--- src/design/bh_qvalue_engine_macros.svh ---
// ----------------------------------------------------------------------------
// Assertion macros for the BH q-value engine
// Concurrent checks that are compiled out when SYNTHESIS is defined.
// ----------------------------------------------------------------------------
`ifndef BH_QVALUE_ENGINE_MACROS_SVH
`define BH_QVALUE_ENGINE_MACROS_SVH
`ifndef SYNTHESIS
// Same-cycle implication, checked on every rising edge out of reset.
`define BHQ_ASSERT_NOW(label, ante, cons) \
  label: assert property (@(posedge clk) disable iff (!rst_n) (ante) |-> (cons)) \
    else $error("bhq check failed");
// Next-cycle implication.
`define BHQ_ASSERT_NEXT(label, ante, cons) \
  label: assert property (@(posedge clk) disable iff (!rst_n) (ante) |=> (cons)) \
    else $error("bhq check failed");
`else
`define BHQ_ASSERT_NOW(label, ante, cons)
`define BHQ_ASSERT_NEXT(label, ante, cons)
`endif
`endif

--- src/design/bhq_divider.sv ---
// ----------------------------------------------------------------------------
// bhq_divider
// Restoring divider producing one quotient bit per cycle.
// ----------------------------------------------------------------------------
`default_nettype none
`include "bh_qvalue_engine_macros.svh"
module bhq_divider #(
  parameter int DW = 44,
  parameter int VW = 11
) (
  input  wire logic          clk,
  input  wire logic          rst_n,
  input  wire logic          start,
  input  wire logic [DW-1:0] dividend,
  input  wire logic [VW-1:0] divisor,
  output logic               done,
  output logic [DW-1:0]      quotient
);
  localparam int CNT_W = $clog2(DW + 1);

  logic             busy_r;
  logic             done_r;
  logic [CNT_W-1:0] cnt_r;
  logic [VW-1:0]    rem_r;
  logic [VW-1:0]    dsr_r;
  logic [DW-1:0]    quo_r;
  logic [VW:0]      trial;
  logic             fits;

  // Shift the next dividend bit into the partial remainder and try a subtract.
  assign trial = {rem_r, quo_r[DW-1]};
  assign fits  = trial >= {1'b0, dsr_r};

  // Control of the iteration.
  always_ff @(posedge clk) begin
    if (!rst_n) begin
      busy_r <= 1'b0;
      done_r <= 1'b0;
      cnt_r  <= '0;
    end else begin
      done_r <= 1'b0;
      if (start) begin
        busy_r <= 1'b1;
        cnt_r  <= CNT_W'(DW);
      end else if (busy_r) begin
        cnt_r <= cnt_r - 1'b1;
        if (cnt_r == CNT_W'(1)) begin
          busy_r <= 1'b0;
          done_r <= 1'b1;
        end
      end
    end
  end

  // Datapath: remainder and the shared dividend/quotient register.
  always_ff @(posedge clk) begin
    if (start) begin
      quo_r <= dividend;
      rem_r <= '0;
      dsr_r <= divisor;
    end else if (busy_r) begin
      quo_r <= {quo_r[DW-2:0], fits};
      rem_r <= fits ? VW'(trial - {1'b0, dsr_r}) : trial[VW-1:0];
    end
  end

  assign done     = done_r;
  assign quotient = quo_r;

  `BHQ_ASSERT_NEXT(a_div_done_after_busy, done_r, !busy_r)
  `BHQ_ASSERT_NOW(a_div_no_restart, busy_r, !start)
  `BHQ_ASSERT_NOW(a_div_rem_below, busy_r, rem_r < dsr_r)
endmodule
`default_nettype wire

--- config.mk ---
export PLATFORM = sky130hd
export DESIGN_NAME = bhq_divider
export DESIGN_NICKNAME = d
export VERILOG_FILES = /design/src/design/bhq_divider.sv
export VERILOG_INCLUDE_DIRS = /design/src /design/src/design
export SDC_FILE = /design/constraint.sdc
export NUM_CORES = 1
export LEC_CHECK = 0
export ABC_AREA = 1
export BUFFER_PORTS_ARGS = -buffer_cell sky130_fd_sc_hd__buf_4
export CORE_ASPECT_RATIO = 0.7
export CORE_UTILIZATION = 45
export DETAILED_ROUTE_END_ITERATION = 12
export GPL_ROUTABILITY_DRIVEN = 0
export HOLD_SLACK_MARGIN = 0.05
export PLACE_DENSITY = 0.76
export SYNTH_ARGS = -nofsm -noshare
export SYNTH_HDL_FRONTEND = slang
export SYNTH_SLANG_ARGS = --single-unit
--- constraint.sdc ---
create_clock -name clk -period 4.55 [get_ports clk]
set_input_delay 0 -clock clk [delete_from_list [all_inputs] [get_ports clk]]
set_output_delay 0 -clock clk [all_outputs]
set_load 0.01 [all_outputs]
==> results.py <==
metrics = {
    "logic_synthesis": {
        "synth.net_count": 534,
        "synth.lib_cells_used.distinct": 34,
        "async_flop_share": 0,
        "post_synth_instance_area_sq_um": 3870,
        "synthesis.yosys.warnings": 0,
        "netlist_instances": 462,
        "area_fraction_in_and_or_nand_and_nor_cells_after_synthesis": 0.325,
        "largest_family_of_logic_cells_by_synthesized_area": "simple AND/OR/NAND/NOR gates",
        "synthXorXnorAreaFrac": 0.00905,
        "synth_enable_flop_cells": 55,
        "ys_ff_latch": 74,
        "share_of_the_yosys_chip_area_belonging_to_registers": 0.525,
        "compound_cell_area_share_of_the_yosys_netlist": 0.0165,
        "muxShareOfSynthArea": 0,
        "synth_fa_ha_area_frac": 0.0472,
        "postSynth.topFlopCell": "sky130_fd_sc_hd__edfxtp_1",
        "post_synth.cell_area_avg_sq_um": 8.38,
    },
    "detailed_routing": {
        "drt-wirelength-per-cell_um": 14.4,
        "drt_initial_violations": 234,
        "wirelength_um": 10400,
        "vias": 3684,
        "drc": 0,
        "route.detailed.vias_per_inst": 5.10,
        "ant_nets": 0,
        "detailedRoute.firstPassIterationCount": 5,
    },
    "pwr": {
        "power.switching_w": 0.000471,
        "internal-power_w": 0.00141,
        "vdd_ir_drop_max_mv": 0.255,
        "power.share.combinational": 0.169,
        "power.switching_fraction": 0.251,
        "clockPowerShare": 0.390,
        "cellPowerDensity_nw_per_um2": 338,
        "power.leakage_nw": 2.74,
        "p_seq_frac": 0.441,
    },
    "clock_tree": {
        "clock_tree.root_cell": "sky130_fd_sc_hd__clkbuf_16",
        "clk_pin_slew_ns": 0.06,
        "tritoncts": "built",
        "htree_levels": 3,
        "clock_latency_ns": 0.33,
        "clock_path_buffers": 2,
        "cts_buffers": 9,
        "clock_sink_count": 74,
        "postCtsSetupRepairBufs": 0,
    },
    "timing": {
        "setup_total_negative_slack_ns": 0,
        "setup_viol": 0,
        "final-max-slew-violation-count": 0,
        "finalHoldWorstSlack_ns": 0.208,
        "final.min_clock_period_ns": 2.21,
        "timing_worst_slew_pin_value_ns": 0.918,
        "hold_violations": 0,
        "finalClockSkew_ns": 0.00517,
        "postLayoutSetupSlackWorst_ns": 2.34,
        "max_slew_margin": 0.386,
        "fmaxAchievable_mhz": 452,
        "grt_setup_unrepaired": "false",
        "final.period_utilization": 0.486,
    },
    "critical_path": {
        "critical_path.reg2reg.endpoint": "quotient[0]",
        "worst_setup_path_start_kind": "flip-flop",
        "critical_path_peak_fanout": 12,
        "critical_path_class": "reg -> reg",
        "worstPathRequired_ns": 4.64,
        "setup.worst_path.end_class": "flip-flop",
        "worstPathArrival_ns": 2.30,
        "worst_r2r_startpoint": "quotient[43]",
        "r2r_setup_slack_ns": 2.34,
        "r2r.worst_path.cells": 10,
    },
    "finish": {
        "final_common_cell": "sky130_fd_sc_hd__nand2_1",
        "area_growth_pct": 43.5,
        "fillerInstances": 638,
        "count_of_inserted_antenna_diode_cells": 0,
        "drive_gt1_frac": 0.233,
        "design.final.nets": 689,
        "mostFrequentLayoutCells": "202 x sky130_fd_sc_hd__nand2_1, 104 x sky130_fd_sc_hd__buf_4, 56 x sky130_fd_sc_hd__dlygate4sd3_1",
    },
    "global_routing": {
        "grt_first_pass_wirelength_um": 16900,
        "gr-usage-met2": 0.418,
        "grt_start_max_net_pins": 61,
        "antenna_found_initial": 0,
        "globalRoute.busiestLayer": "met2",
        "global_route.usage.met3": 0.0615,
        "global_route.overflow_total": 0,
        "globalRouteMet1Util": 0.302,
        "first_global_vias": 3608,
        "globalRouteTotalUtil": 0.243,
    },
    "placement": {
        "dpl.hpwl_um": 6610,
        "io_buffers": 102,
        "pre_cts_ws_ns": 2.37,
    },
    "outcome": {
        "status": "completed",
    },
    "floorplan": {
        "core.rowCount": 27,
        "dieArea_sq_um": 8990,
        "start_util": 0.478,
        "io_pins": 103,
        "die-height_um": 79.6,
        "coreArea_sq_um": 8110,
        "die_x_um": 113,
    },
    "min_path": {
        "hold_class": "in -> reg",
        "worst_hold_path.num_cells": 1,
        "min_from": "start",
        "hold_path_end": "dsr_r[7]",
    },
    "job": {
        "max-cap-violations": 0,
    },
}
## layer usage
layer	routed length (um)	vias up
li1	-	1788
met1	4450	1709
met2	5110	164
met3	630	23
met4	218	0
met5	0	-
## cell usage after synthesis (2+ instances only)
| cell | n | area [sq um] |
|---|---|---|
| sky130_fd_sc_hd__nand2_2 | 12 | 75.1 |
| sky130_fd_sc_hd__nand3_2 | 6 | 60.1 |
| sky130_fd_sc_hd__nor2_1 | 17 | 63.8 |
| sky130_fd_sc_hd__nor3_1 | 2 | 10.0 |
| sky130_fd_sc_hd__buf_1 | 4 | 15.0 |
| sky130_fd_sc_hd__nand4_1 | 14 | 87.6 |
| sky130_fd_sc_hd__inv_1 | 53 | 199 |
| sky130_fd_sc_hd__clkbuf_1 | 7 | 26.3 |
| sky130_fd_sc_hd__inv_2 | 3 | 11.3 |
| sky130_fd_sc_hd__nand3_1 | 26 | 130 |
| sky130_fd_sc_hd__xnor2_1 | 3 | 26.3 |
| sky130_fd_sc_hd__ha_1 | 13 | 163 |
| sky130_fd_sc_hd__a21oi_1 | 6 | 30.0 |
| sky130_fd_sc_hd__edfxtp_1 | 55 | 1650 |
| sky130_fd_sc_hd__buf_2 | 2 | 10.0 |
| sky130_fd_sc_hd__nand2_1 | 202 | 758 |
| sky130_fd_sc_hd__dfxtp_1 | 19 | 380 |
| sky130_fd_sc_hd__nor2_2 | 2 | 12.5 |
## how the worst max path moves through the flow
stage	start	endpoint	slack (ns)	depth (start not counted)
2_1_floorplan	quotient[43]	rem_r[6]	2.69	12
3_3_place_gp	quotient[43]	rem_r[10]	2.51	11
3_5_place_dp	quotient[43]	quotient[0]	2.37	10
4_1_cts	quotient[43]	rem_r[10]	2.36	11
5_1_grt	quotient[43]	quotient[0]	2.15	10
6_report	quotient[43]	quotient[0]	2.34	10
## power groups by stage
stage / clock network [W] / logic (W) / registers (W)
2_1_floorplan: 0 / 0.000119 / 0.000853
3_3_place_gp: 0 / 0.000266 / 0.000837
3_5_place_dp: 0 / 0.000273 / 0.000838
4_1_cts: 0.000742 / 0.000313 / 0.000826
5_1_grt: 0.000764 / 0.000346 / 0.000835
6_report: 0.000732 / 0.000317 / 0.000829
## cell type report
cell class	count	area, sq um	area share
tap	101	126	0.0227
timing repair buffer	160	1340	0.241
inverter	56	210	0.0378
clock buffer	12	258	0.0464
clock inverter	4	50.0	0.00900
multi-input combinational	316	1540	0.277
sequential	74	2030	0.366
## timing repair
item	4_1_cts	5_1_grt
hold buffers	56	0
resized for setup	0	0
hold endpoints to repair	62	0
setup endpoints to repair	0	0
## cell families (layout without fill, tap and decap cells)
group | after synthesis | count (layout)
adder cells (fa/ha/maj) | 14 | 14
AO/OA/AOI/OAI | 11 | 11
flip-flops | 74 | 74
XOR/XNOR | 4 | 4
buffers and inverters | 72 | 232
AND/OR/NAND/NOR | 287 | 287
## through the flow
stage	util	instances	power, W	cell area [sq um]
after floorplan	-	462	0.000973	3870
after global placement	0.578	651	0.00110	4690
after detailed placement	0.578	651	0.00111	4690
after CTS	0.685	723	0.00188	5560
after global routing	0.685	723	0.00195	5560
final	0.685	723	0.00188	5560
## registers in the layout, summed over array words and instances, names as in the netlist
register	flops
dsr_r	11
busy_r	1
quotient	44
cnt_r	6
done	1
rem_r	11
## critical path: stages (launching register included)
cell and delay, ns:
sky130_fd_sc_hd__edfxtp_1 0.40, sky130_fd_sc_hd__inv_1 0.10, sky130_fd_sc_hd__ha_1 0.19, sky130_fd_sc_hd__fa_1 0.22, sky130_fd_sc_hd__inv_1 0.07, sky130_fd_sc_hd__nand3_1 0.08
sky130_fd_sc_hd__nand3_2 0.13, sky130_fd_sc_hd__nand2_2 0.26, sky130_fd_sc_hd__nand4_4 0.31, sky130_fd_sc_hd__nand2_1 0.14, sky130_fd_sc_hd__nand2_1 0.06
(Power assumes the default switching activity.)
